$ cat config.mk
export PLATFORM = sky130hd
export DESIGN_NAME = cubemap_direction_texel_lookup_top
export DESIGN_NICKNAME = d
export VERILOG_FILES = /design/src/rtl/cdtl_pkg.sv /design/src/rtl/cdtl_face_sel.sv /design/src/rtl/cdtl_scale.sv /design/src/rtl/cdtl_div.sv /design/src/rtl/cdtl_addr.sv /design/src/rtl/cubemap_direction_texel_lookup_top.sv
export SDC_FILE = /design/constraint.sdc
export NUM_CORES = 2
export LEC_CHECK = 0
export ABC_AREA = 1
export BUFFER_PORTS_ARGS = -buffer_cell sky130_fd_sc_hd__clkbuf_2
export CORE_MARGIN = 10
export CORE_UTILIZATION = 35
export CTS_BUF_LIST = sky130_fd_sc_hd__clkbuf_8
export DETAILED_ROUTE_END_ITERATION = 10
export PLACE_DENSITY = 0.47
export SLEW_MARGIN = 20
export SYNTH_ARGS = -nofsm -noshare
export SYNTH_HDL_FRONTEND = slang
export SYNTH_HIERARCHICAL = 1
export SYNTH_SLANG_ARGS = --single-unit
$ cat constraint.sdc
create_clock -name i_clk -period 141.8 [get_ports i_clk]
set_input_delay 28.36 -clock i_clk [delete_from_list [all_inputs] [get_ports i_clk]]
set_output_delay 28.36 -clock i_clk [all_outputs]
set_load 0.05 [all_outputs]
$ cat src/rtl/cdtl_pkg.sv
// shared types, widths and constants for the cubemap direction texel lookup
`default_nettype none

package cdtl_pkg;

    // fixed design limits
    localparam int MAX_FACE_SIZE     = 2048;
    localparam int DIR_FRACTION_BITS = 14;

    // smallest major-axis magnitude, ceil(0.0001 * 2^frac) at least one lsb
    localparam int FLOOR_RAW = ((1 << DIR_FRACTION_BITS) + 9999) / 10000;
    localparam int FLOOR_MAG = (FLOOR_RAW < 1) ? 1 : FLOOR_RAW;

    // field and datapath widths
    localparam int DIR_W  = 16;               // direction component
    localparam int CRD_W  = DIR_W + 1;        // signed face coordinate
    localparam int MAG_W  = DIR_W;            // magnitude, holds 2^15
    localparam int NRM_W  = MAG_W + 1;        // shifted coordinate and 2*m
    localparam int TEX_W  = 11;               // texel coordinate
    localparam int SIZE_W = 12;               // face size register
    localparam int NUM_W  = NRM_W + TEX_W;    // dividend n*span
    localparam int SQ_W   = 2 * TEX_W + 1;    // size squared
    localparam int PROD_W = TEX_W + SIZE_W;   // row times size
    localparam int IDX_W  = 25;               // linear texel index
    localparam int FACE_W = 3;

    localparam int IN_TDATA_W  = 48;
    localparam int OUT_TDATA_W = 56;

    typedef enum logic [FACE_W-1:0] {
        FACE_POS_X = 3'd0,
        FACE_NEG_X = 3'd1,
        FACE_POS_Y = 3'd2,
        FACE_NEG_Y = 3'd3,
        FACE_POS_Z = 3'd4,
        FACE_NEG_Z = 3'd5
    } t_face;

    // result of face selection, first pipeline stage
    typedef struct packed {
        t_face            face;
        logic [CRD_W-1:0] u;
        logic [CRD_W-1:0] v;
        logic [MAG_W-1:0] mag;
    } t_face_sel;

endpackage

`default_nettype wire

$ cat src/rtl/cdtl_face_sel.sv
// face selection by major axis and face coordinate sign table, one register stage
`default_nettype none

module cdtl_face_sel
    import cdtl_pkg::*;
(
    input  wire logic             i_clk,
    input  wire logic             i_en,
    input  wire logic [DIR_W-1:0] i_dir_x,
    input  wire logic [DIR_W-1:0] i_dir_y,
    input  wire logic [DIR_W-1:0] i_dir_z,
    output t_face_sel             o_sel
);

    t_face_sel             r_sel;
    t_face_sel             n_sel;
    logic signed [CRD_W-1:0] xs, ys, zs, nx, ny, nz;
    logic [MAG_W-1:0]      ax, ay, az;
    logic                  x_pos, y_pos, z_pos;

    always_comb begin
        xs = {i_dir_x[DIR_W-1], i_dir_x};
        ys = {i_dir_y[DIR_W-1], i_dir_y};
        zs = {i_dir_z[DIR_W-1], i_dir_z};
        nx = -xs;
        ny = -ys;
        nz = -zs;
        ax = xs[CRD_W-1] ? nx[MAG_W-1:0] : xs[MAG_W-1:0];
        ay = ys[CRD_W-1] ? ny[MAG_W-1:0] : ys[MAG_W-1:0];
        az = zs[CRD_W-1] ? nz[MAG_W-1:0] : zs[MAG_W-1:0];
        x_pos = !i_dir_x[DIR_W-1] && (i_dir_x != '0);
        y_pos = !i_dir_y[DIR_W-1] && (i_dir_y != '0);
        z_pos = !i_dir_z[DIR_W-1] && (i_dir_z != '0);

        // z wins ties, then x over y
        if (az >= ax && az >= ay) begin
            n_sel.face = z_pos ? FACE_POS_Z : FACE_NEG_Z;
            n_sel.u    = z_pos ? xs : nx;
            n_sel.v    = ys;
            n_sel.mag  = az;
        end else if (ax >= ay) begin
            n_sel.face = x_pos ? FACE_POS_X : FACE_NEG_X;
            n_sel.u    = x_pos ? nz : zs;
            n_sel.v    = ys;
            n_sel.mag  = ax;
        end else begin
            n_sel.face = y_pos ? FACE_POS_Y : FACE_NEG_Y;
            n_sel.u    = xs;
            n_sel.v    = y_pos ? nz : zs;
            n_sel.mag  = ay;
        end

        if (n_sel.mag < MAG_W'(FLOOR_MAG)) begin
            n_sel.mag = MAG_W'(FLOOR_MAG);
        end
    end

    always_ff @(posedge i_clk) begin
        if (i_en) begin
            r_sel <= n_sel;
        end
    end

    assign o_sel = r_sel;

endmodule

`default_nettype wire

$ cat src/rtl/cdtl_scale.sv
// shift coordinate into [0, 2m] and scale by size minus one, two register stages
`default_nettype none

module cdtl_scale
    import cdtl_pkg::*;
(
    input  wire logic             i_clk,
    input  wire logic             i_en,
    input  wire logic [CRD_W-1:0] i_coord,
    input  wire logic [MAG_W-1:0] i_mag,
    input  wire logic [TEX_W-1:0] i_span,
    output logic      [NUM_W-1:0] o_num,
    output logic      [NRM_W-1:0] o_den
);

    logic signed [CRD_W:0] sum;
    logic [NRM_W-1:0]      den2;
    logic [NRM_W-1:0]      n_n;
    logic [NRM_W-1:0]      r_n;
    logic [NRM_W-1:0]      r_den2;
    logic [NUM_W-1:0]      r_num;
    logic [NRM_W-1:0]      r_den;

    always_comb begin
        sum  = $signed({i_coord[CRD_W-1], i_coord}) + $signed({2'b00, i_mag});
        den2 = {i_mag, 1'b0};
        if (sum[CRD_W]) begin
            n_n = '0;
        end else if (sum[NRM_W-1:0] > den2) begin
            n_n = den2;
        end else begin
            n_n = sum[NRM_W-1:0];
        end
    end

    always_ff @(posedge i_clk) begin
        if (i_en) begin
            r_n    <= n_n;
            r_den2 <= den2;
            r_num  <= NUM_W'(r_n) * NUM_W'(i_span);
            r_den  <= r_den2;
        end
    end

    assign o_num = r_num;
    assign o_den = r_den;

endmodule

`default_nettype wire

$ cat src/rtl/cdtl_div.sv
// pipelined restoring divider, one quotient bit per stage
`default_nettype none

module cdtl_div
    import cdtl_pkg::*;
(
    input  wire logic             i_clk,
    input  wire logic             i_en,
    input  wire logic [NUM_W-1:0] i_num,
    input  wire logic [NRM_W-1:0] i_den,
    output logic      [TEX_W-1:0] o_quot
);

    // quotient never exceeds size minus one, so the top bits start as remainder
    logic [NRM_W-1:0] r_rem  [TEX_W];
    logic [NUM_W-1:0] r_num  [TEX_W];
    logic [NRM_W-1:0] r_den  [TEX_W];
    logic [TEX_W-1:0] r_quot [TEX_W];
    logic [NRM_W-1:0] n_rem  [TEX_W];
    logic [TEX_W-1:0] n_quot [TEX_W];

    always_comb begin
        logic [NRM_W-1:0] rem_in;
        logic [NUM_W-1:0] num_in;
        logic [NRM_W-1:0] den_in;
        logic [TEX_W-1:0] quot_in;
        logic [NRM_W:0]   trial;
        for (int k = 0; k < TEX_W; k++) begin
            if (k == 0) begin
                num_in  = i_num;
                den_in  = i_den;
                rem_in  = i_num[NUM_W-1:TEX_W];
                quot_in = '0;
            end else begin
                num_in  = r_num[k-1];
                den_in  = r_den[k-1];
                rem_in  = r_rem[k-1];
                quot_in = r_quot[k-1];
            end
            trial = {rem_in, num_in[TEX_W-1-k]};
            if (trial >= {1'b0, den_in}) begin
                n_rem[k]  = NRM_W'(trial - {1'b0, den_in});
                n_quot[k] = {quot_in[TEX_W-2:0], 1'b1};
            end else begin
                n_rem[k]  = trial[NRM_W-1:0];
                n_quot[k] = {quot_in[TEX_W-2:0], 1'b0};
            end
        end
    end

    always_ff @(posedge i_clk) begin
        if (i_en) begin
            for (int k = 0; k < TEX_W; k++) begin
                r_rem[k]  <= n_rem[k];
                r_quot[k] <= n_quot[k];
            end
            r_num[0] <= i_num;
            r_den[0] <= i_den;
            for (int k = 1; k < TEX_W; k++) begin
                r_num[k] <= r_num[k-1];
                r_den[k] <= r_den[k-1];
            end
        end
    end

    assign o_quot = r_quot[TEX_W-1];

endmodule

`default_nettype wire

$ cat src/rtl/cdtl_addr.sv
// linear texel index, two register stages
`default_nettype none

module cdtl_addr
    import cdtl_pkg::*;
(
    input  wire logic              i_clk,
    input  wire logic              i_en,
    input  wire t_face             i_face,
    input  wire logic [IDX_W-1:0]  i_face_off,
    input  wire logic [TEX_W-1:0]  i_tx,
    input  wire logic [TEX_W-1:0]  i_ty,
    input  wire logic [SIZE_W-1:0] i_size,
    output t_face                  o_face,
    output logic      [TEX_W-1:0]  o_tx,
    output logic      [TEX_W-1:0]  o_ty,
    output logic      [IDX_W-1:0]  o_idx
);

    t_face             r_face_a, r_face_b;
    logic [TEX_W-1:0]  r_tx_a, r_tx_b, r_ty_a, r_ty_b;
    logic [PROD_W-1:0] r_prod;
    logic [IDX_W-1:0]  r_base;
    logic [IDX_W-1:0]  r_idx;

    always_ff @(posedge i_clk) begin
        if (i_en) begin
            // row times size, and face offset plus column
            r_prod   <= PROD_W'(i_ty) * PROD_W'(i_size);
            r_base   <= i_face_off + IDX_W'(i_tx);
            r_face_a <= i_face;
            r_tx_a   <= i_tx;
            r_ty_a   <= i_ty;

            r_idx    <= r_base + IDX_W'(r_prod);
            r_face_b <= r_face_a;
            r_tx_b   <= r_tx_a;
            r_ty_b   <= r_ty_a;
        end
    end

    assign o_face = r_face_b;
    assign o_tx   = r_tx_b;
    assign o_ty   = r_ty_b;
    assign o_idx  = r_idx;

endmodule

`default_nettype wire

$ cat src/rtl/cubemap_direction_texel_lookup_top.sv
// top level of the cubemap direction to face and nearest texel lookup
//
// channel   dir   handshake                    payload
// s_axis    in    s_axis_tvalid/tready         tdata: dir_x, dir_y, dir_z
// m_axis    out   m_axis_tvalid/tready         tdata: face, texel_x, texel_y, texel_index
// cfg       in    i_cfg_valid/o_cfg_ready      i_cfg_data: face_size
//
// one item per cycle sustained while the output register is empty or taken
// the divider has 11 stages, one quotient bit per stage
// reset clears all stage valid bits and loads face_size with 128
// the whole pipeline advances when the output register is empty or taken;
// otherwise every stage holds and s_axis_tready is low
// config writes are always accepted and must be made while the pipe is empty
`default_nettype none

module cubemap_direction_texel_lookup_top
    import cdtl_pkg::*;
(
    input  wire logic                   i_clk,
    input  wire logic                   i_rst_n,

    // item in
    input  wire logic                   s_axis_tvalid,
    output logic                        s_axis_tready,
    // dir_x [15:0], dir_y [31:16], dir_z [47:32]
    input  wire logic [IN_TDATA_W-1:0]  s_axis_tdata,

    // item out
    output logic                        m_axis_tvalid,
    input  wire logic                   m_axis_tready,
    // face [2:0], texel_x [13:3], texel_y [24:14], texel_index [49:25], zero [55:50]
    output logic      [OUT_TDATA_W-1:0] m_axis_tdata,

    // face_size register write
    input  wire logic                   i_cfg_valid,
    output logic                        o_cfg_ready,
    input  wire logic [SIZE_W-1:0]      i_cfg_data
);

    // stages: select 1, scale 2, divide 11, address 2
    localparam int PIPE_DEPTH = 3 + TEX_W + 2;

    logic                r_vld [PIPE_DEPTH];
    logic                en;

    logic [SIZE_W-1:0]   r_face_size;
    logic [SIZE_W-1:0]   size;
    logic [TEX_W-1:0]    span;
    logic [SQ_W-1:0]     r_size_sq;

    t_face_sel           sel;
    t_face               r_face_s2, r_face_s3;
    logic [IDX_W-1:0]    r_off_s2, r_off_s3;
    t_face               r_face_d [TEX_W];
    logic [IDX_W-1:0]    r_off_d  [TEX_W];

    logic [NUM_W-1:0]    num_u, num_v;
    logic [NRM_W-1:0]    den_u, den_v;
    logic [TEX_W-1:0]    tx, ty;

    t_face               out_face;
    logic [TEX_W-1:0]    out_tx, out_ty;
    logic [IDX_W-1:0]    out_idx;

    // stall control: every stage moves together
    assign en            = !r_vld[PIPE_DEPTH-1] || m_axis_tready;
    assign s_axis_tready = en;
    assign m_axis_tvalid = r_vld[PIPE_DEPTH-1];

    always_ff @(posedge i_clk) begin
        if (!i_rst_n) begin
            for (int k = 0; k < PIPE_DEPTH; k++) begin
                r_vld[k] <= 1'b0;
            end
        end else if (en) begin
            r_vld[0] <= s_axis_tvalid;
            for (int k = 1; k < PIPE_DEPTH; k++) begin
                r_vld[k] <= r_vld[k-1];
            end
        end
    end

    // configuration register and derived size terms
    assign o_cfg_ready = 1'b1;

    always_ff @(posedge i_clk) begin
        if (!i_rst_n) begin
            r_face_size <= SIZE_W'(128);
        end else if (i_cfg_valid) begin
            r_face_size <= i_cfg_data;
        end
    end

    // zero acts as one, anything above the maximum saturates
    always_comb begin
        if (r_face_size == '0) begin
            size = SIZE_W'(1);
        end else if (r_face_size > SIZE_W'(MAX_FACE_SIZE)) begin
            size = SIZE_W'(MAX_FACE_SIZE);
        end else begin
            size = r_face_size;
        end
        span = TEX_W'(size - SIZE_W'(1));
    end

    always_ff @(posedge i_clk) begin
        r_size_sq <= SQ_W'(size) * SQ_W'(size);
    end

    // stage 1: major axis and face coordinates
    cdtl_face_sel u_face_sel (
        .i_clk   (i_clk),
        .i_en    (en),
        .i_dir_x (s_axis_tdata[15:0]),
        .i_dir_y (s_axis_tdata[31:16]),
        .i_dir_z (s_axis_tdata[47:32]),
        .o_sel   (sel)
    );

    // stages 2 and 3: shift, clamp and scale each coordinate
    cdtl_scale u_scale_u (
        .i_clk   (i_clk),
        .i_en    (en),
        .i_coord (sel.u),
        .i_mag   (sel.mag),
        .i_span  (span),
        .o_num   (num_u),
        .o_den   (den_u)
    );

    cdtl_scale u_scale_v (
        .i_clk   (i_clk),
        .i_en    (en),
        .i_coord (sel.v),
        .i_mag   (sel.mag),
        .i_span  (span),
        .o_num   (num_v),
        .o_den   (den_v)
    );

    // face offset into the face-major array, then carried alongside the divide
    always_ff @(posedge i_clk) begin
        if (en) begin
            r_face_s2 <= sel.face;
            r_off_s2  <= IDX_W'(IDX_W'(sel.face) * IDX_W'(r_size_sq));
            r_face_s3 <= r_face_s2;
            r_off_s3  <= r_off_s2;
            r_face_d[0] <= r_face_s3;
            r_off_d[0]  <= r_off_s3;
            for (int k = 1; k < TEX_W; k++) begin
                r_face_d[k] <= r_face_d[k-1];
                r_off_d[k]  <= r_off_d[k-1];
            end
        end
    end

    // stages 4 to 14: texel = floor(n * span / 2m)
    cdtl_div u_div_u (
        .i_clk  (i_clk),
        .i_en   (en),
        .i_num  (num_u),
        .i_den  (den_u),
        .o_quot (tx)
    );

    cdtl_div u_div_v (
        .i_clk  (i_clk),
        .i_en   (en),
        .i_num  (num_v),
        .i_den  (den_v),
        .o_quot (ty)
    );

    // stages 15 and 16: linear index, last stage is the output register
    cdtl_addr u_addr (
        .i_clk      (i_clk),
        .i_en       (en),
        .i_face     (r_face_d[TEX_W-1]),
        .i_face_off (r_off_d[TEX_W-1]),
        .i_tx       (tx),
        .i_ty       (ty),
        .i_size     (size),
        .o_face     (out_face),
        .o_tx       (out_tx),
        .o_ty       (out_ty),
        .o_idx      (out_idx)
    );

    assign m_axis_tdata = {
        (OUT_TDATA_W - FACE_W - 2 * TEX_W - IDX_W)'(0),
        out_idx,
        out_ty,
        out_tx,
        out_face
    };

endmodule

`default_nettype wire

# Word level (Yosys, flattened, before mapping)
# Memories as Yosys holds them, arrays and structs flattened. A register that Yosys moved wholly into a read port is not among the register bits.
# Index checks and enable logic that the tools add are counted.
[totals] ram_bits=1930 reg_bits=386 output_inout_bits=59 inputBits=65 memories=11 word_cells=212
[op_classes] n_addsub=30 order_cmp=29 n_mux=80 n_bitwise=16 n_reduce_logical=15 n_mul=5
[memory_table] memory="u_div_u.r_num" depth=11 word_bits=28 read_ports=10 rd_clocked_by_memory_dff=0 write_ports=11 line="cdtl_div.sv:16" source="logic [NUM_W-1:0] r_num [TEX_W];"
[memory_table] memory="u_div_v.r_num" depth=11 word_bits=28 read_ports=10 rd_clocked_by_memory_dff=0 write_ports=11 line="cdtl_div.sv:16"
[memory_table] memory="r_off_d" depth=11 word_bits=25 read_ports=11 rd_clocked_by_memory_dff=0 write_ports=11 line="cubemap_direction_texel_lookup_top.sv:55" source="logic [IDX_W-1:0] r_off_d [TEX_W];"
[memory_table] memory="u_div_u.r_den" depth=11 word_bits=17 read_ports=10 rd_clocked_by_memory_dff=0 write_ports=11 line="cdtl_div.sv:17" source="logic [NRM_W-1:0] r_den [TEX_W];"
[memory_table] memory="u_div_u.r_rem" depth=11 word_bits=17 read_ports=10 rd_clocked_by_memory_dff=0 write_ports=11 line="cdtl_div.sv:15" source="logic [NRM_W-1:0] r_rem [TEX_W];"
[memory_table] memory="u_div_v.r_den" depth=11 word_bits=17 read_ports=10 rd_clocked_by_memory_dff=0 write_ports=11 line="cdtl_div.sv:17"
[memory_table] memory="+5 memories"
[ops] op="two-way mux 17 bit" n=27
[ops] op=">= comparator 18 x 17 -> 1 bit" n=22
[ops] op="subtractor 17 bit" n=22
[ops] op="multiplier 17 x 11 -> 28 bit" n=2
[ops] op="two-way mux 53 bit" n=1
[ops] op="two-way mux 52 bit" n=1
[ops] op=">= comparator 16 bit" n=3
[ops] op="two-way mux 16 bit" n=3
[ops] op="nonzero test 16 bit" n=3
[ops] op="two-way mux 1 bit" n=46
[ops] op="adder 17 x 17 -> 18 bit" n=2
[ops] op="greater-than comparator 17 bit" n=2
[ops] op="negation 16 -> 17 bit" n=2
[ops] op="adder 25 x 11 -> 25 bit" n=1
[ops] op="adder 25 x 23 -> 25 bit" n=1
[ops] op="multiplier 3 x 23 -> 25 bit" n=1
[ops] op="two-way mux 12 bit" n=2
[ops] op="multiplier 11 x 12 -> 23 bit" n=1
[ops] op="multiplier 12 x 12 -> 23 bit" n=1
[ops] op="less-than comparator 16 x 2 -> 1 bit (second input constant)" n=1
[ops] op="negation 16 bit" n=1
[ops] op="bitwise OR 1 bit" n=16
[ops] op="greater-than comparator 12 bit (second input constant)" n=1
[ops] op="zero test 12 bit" n=1
[ops] op="other kinds (5)" n=12

# Logic depth before layout (Yosys ltp)
# An unclocked memory read counts as a cell.
[depth] ltp_word=7 depth_mapped=37 ltp_nobuf=35

# Hierarchy
# The synthesis kept the hierarchy.
[modules_own_cells] mod="cdtl_div at u_div_u" cells_each=3475 area_per_inst_um2=28743.8 seq_area_each_um2=13843.3 n_inst=1
[modules_own_cells] mod="cdtl_div at u_div_v" cells_each=3462 area_per_inst_um2=28612.4 seq_area_each_um2=13843.3 n_inst=1
[modules_own_cells] mod="cubemap_direction_texel_lookup_top" cells_each=1460 area_per_inst_um2=18866.8 seq_area_each_um2=12081.6 n_inst=1
[modules_own_cells] mod="cdtl_addr" cells_each=1446 area_per_inst_um2=11453.5 seq_area_each_um2=3693.5 n_inst=1
[modules_own_cells] mod="cdtl_scale at u_scale_u" cells_each=1369 area_per_inst_um2=10706.5 seq_area_each_um2=2312.2 n_inst=1
[modules_own_cells] mod="cdtl_scale at u_scale_v" cells_each=1357 area_per_inst_um2=10613.9 seq_area_each_um2=2312.2 n_inst=1
[modules_own_cells] mod="cdtl_face_sel" cells_each=800 area_per_inst_um2=5592.9 seq_area_each_um2=1591.5 n_inst=1

# Least setup slack after synthesis
# No wires, ideal clock.
[synth_path] path_type="in2out" start="input port m_axis_tready" end="output port s_axis_tready" t_arrival_ps=62743 cell_stages=2 path_buffers=0 slack_ps=50697 t_required_ps=113440 cell_sequence="inv_1 -> nand2_1"
[synth_via] elab_chain_cells=1
[synth_lines] element="start: declaration" line="cubemap_direction_texel_lookup_top.sv:30" source="input wire logic m_axis_tready,"
[synth_lines] element="logical OR 1 bit" line="cubemap_direction_texel_lookup_top.sv:66" source="assign en = !r_vld[PIPE_DEPTH-1] || m_axis_tready;"
[synth_lines] element="end: declaration" line="cubemap_direction_texel_lookup_top.sv:24" source="output logic s_axis_tready,"
# No other way between the ends.

# Final worst setup path
# Ends and elaborated chain as after synthesis.

==> results.toml <==
[timing]
max_freq_mhz = 17.2
rsz0062_at_grt = "false"
whs_ns = 0.377
tightestPinTransition_ns = 1.13
relSlewSlack = 0.247
setup_ws_ns = 83.72
drv_slew = 0
hold_viol = 0
setup_violations = 0
min_period_ns = 58.08
skew_ns = 0.0829
tns_ns = 0
final.period_utilization = 0.410

[placement]
place.gp.congestion = 0.867
numPortBuffers = 116
hpwl_mm = 222
place_ws_ns = 83.60

[worst_setup_path]
cp.required_ns = 113.44
crit_cells = 5
cp.arrival_ns = 29.72
crit_chain = "clkbuf_2 > inv_1 > nand2_4 > buf_4 > clkbuf_2"
worstReg2RegStart = "r_face_size[9]"
crit_top_cell = "clkbuf_2"
end_kind = "output pin"
path_buf_inv = 4
cp-start-kind = "input pin"
reg2regPathDepth = 32
critPathTopFamily = "buffers and inverters"
slowest_delay_ns = 0.40
cp-startpoint = "m_axis_tready"
crit_type = "in -> out"
crit_slowest_cell = "nand2_4"
cp_max_fo = 38

[die]
coreArea_sq_um = 327000
floorplan.die.height_microns = 592
die_w_microns = 592
initial_core_util = 0.351
fp.dieArea_sq_um = 351000
std_cell_rows = 210
io_pins = 124

[yosys]
ys_top_cells_by_count = "4402 x nand2_1, 2843 x inv_1, 1631 x edfxtp_1"
yosysTopAreaCellShare = 0.427
synth_cells = 13369
synth_area_leaders = "edfxtp_1 43%, nand2_1 14%, inv_1 9.3%"
synth_flop_cell = "edfxtp_1"
ys_warn_count = 6
syn-mean-instance-area_sq_um = 8.57
ys_types = 61
synth_edf_count = 1631
ys_seq_area_frac = 0.434
ys_ff_latch = 1666
synth_area_leader_cell = "edfxtp_1"
synth_area_sq_um = 115000
synthArstFlopShare = 0
yosysMostFrequentCell = "nand2_1"

[cts]
cts_root_buf = "clkbuf_8"
clock_path_buffers = 4
cts_buffers = 312
postCtsSetupRepairBufs = 0
cts_tree = "done"
cts_hold_buffers = 0
cts_sinks = 1666
insertion_delay_ns = 1.05
ctsResizeCount = 0
clkTransAtPathRegs_ns = 0.06
htreeDepth = 5

[hold_path]
worstHoldPathCells = 0
min_from = "u_div_v/r_num[0][1]"
holdCritPathClass = "reg -> reg"

[layout]
nFillCells = 33617
synthToLayoutAreaGrowth_pct = 9.72
drive_above_1_share = 0.0624
register_area_sq_um = 49700
multiInputGateArea_sq_um = 52900
nNetsFinal = 14973

[detailed_routing]
via_per_inst = 4.49
antenna_left = 0
wirelength_mm = 287
wire_per_inst_microns = 15.8
drtIter0Drc = 4498
drt_first_pass_iters = 7
drc = 0
dr_total_vias = 81852

[status]
status = "finished, final reports clean"

[grt]
grt_first_pass_wirelength_mm = 459
grt_pass1_vias = 82521
grt_usage = 0.163
grt_max_degree = 189
antenna_found_initial = 6
gr-total-overflow = 0

[job]
maxCapViolCount = 0
[metal layers]
layer	routed length, microns	global-route usage
met1	134000	0.216
met2	137000	0.281
met3	9720	0.0193
met4	6800	0.0424
met5	27	0
[layout by cell type, fill, tap and decap left out, types with 24 or more instances in the layout]
| cell type | synthesis | final |
|---|---|---|
| clkinv_2 | 0 | 41 |
| nor3_1 | 78 | 78 |
| edfxtp_1 | 1631 | 1631 |
| xnor2_1 | 58 | 57 |
| buf_4 | 44 | 40 |
| nand3_1 | 821 | 821 |
| ha_1 | 797 | 797 |
| clkbuf_8 | 0 | 315 |
| clkinv_1 | 0 | 63 |
| a21oi_1 | 388 | 387 |
| nand4_1 | 101 | 101 |
| nand2_4 | 37 | 38 |
| and2_1 | 38 | 38 |
| nor2_4 | 24 | 24 |
| fa_1 | 480 | 480 |
| o21ai_0 | 151 | 151 |
| xor2_1 | 228 | 226 |
| nor2_2 | 41 | 42 |
| conb_1 | 4 | 26 |
| nand2_2 | 100 | 100 |
| nor2_1 | 605 | 604 |
| nand2_1 | 4402 | 4401 |
| dfxtp_1 | 35 | 35 |
| inv_1 | 2843 | 2929 |
| clkbuf_2 | 2 | 116 |
| nand3b_1 | 25 | 25 |
[area by class of cell]
type / count / area share
antenna: 4 / 0.0000796
clock buffer: 315 / 0.0345
clock inverter: 236 / 0.0127
inverter: 2862 / 0.0855
multi-input combinational: 8627 / 0.421
sequential: 1666 / 0.395
tap: 4346 / 0.0432
timing repair buffer: 162 / 0.00795
[stage by stage]
step / area, sq um / cells / utilization
floorplan: 115000 / 13391 / -
global placement: 120000 / 17662 / 0.367
detailed placement: 120000 / 17662 / 0.367
CTS: 126000 / 18213 / 0.385
global route: 126000 / 18215 / 0.385
finish: 126000 / 18218 / 0.385
[logic make-up after synthesis]
family          Yosys count  synth area share
simple gates           6385             0.237
buf+inv                3098             0.106
flops                  1666             0.434
fa+ha+maj              1277             0.171
compound gates          652            0.0310
xor+xnor                286            0.0219
other cells               4          0.000131
mux                       1         0.0000874
[worst register-to-register path: cells and delay by family (launching register included)]
family	cells	cell delay, ns
and+or+nand+nor	16	1.88
buffers and inverters	8	1.32
DFF	1	0.50
adders and majority gates	7	3.40
xor gates and xnor gates	1	0.42
[sequential cells by signal (all words and copies together) (netlist names), 22 cells and up]
register / cells
u_div_v/r_rem: 170
u_addr/r_base: 25
u_div_u/r_quot: 66
r_size_sq: 22
r_off_d: 275
r_off_s2: 25
u_div_v/r_den: 170
u_scale_u/o_num: 28
r_face_d: 33
r_off_s3: 25
u_div_v/r_num: 55
u_scale_v/o_num: 28
u_div_u/r_rem: 170
u_div_u/r_den: 170
u_addr/o_idx: 25
u_div_v/r_quot: 66
u_div_u/r_num: 55
u_face_sel/o_sel: 53
u_addr/r_prod: 23
[worst paths after layout]
kind                         end  slack, ns
min reg2reg  u_div_v/r_num[1][1]       0.38
max                s_axis_tready      83.72
min          u_div_v/r_num[1][1]       0.38
max reg2reg  u_scale_u/o_num[22]     134.05
Power is left out: the tool's default activity adds up to more than one toggle a clock period on the data nets, which glitch-free logic cannot reach.
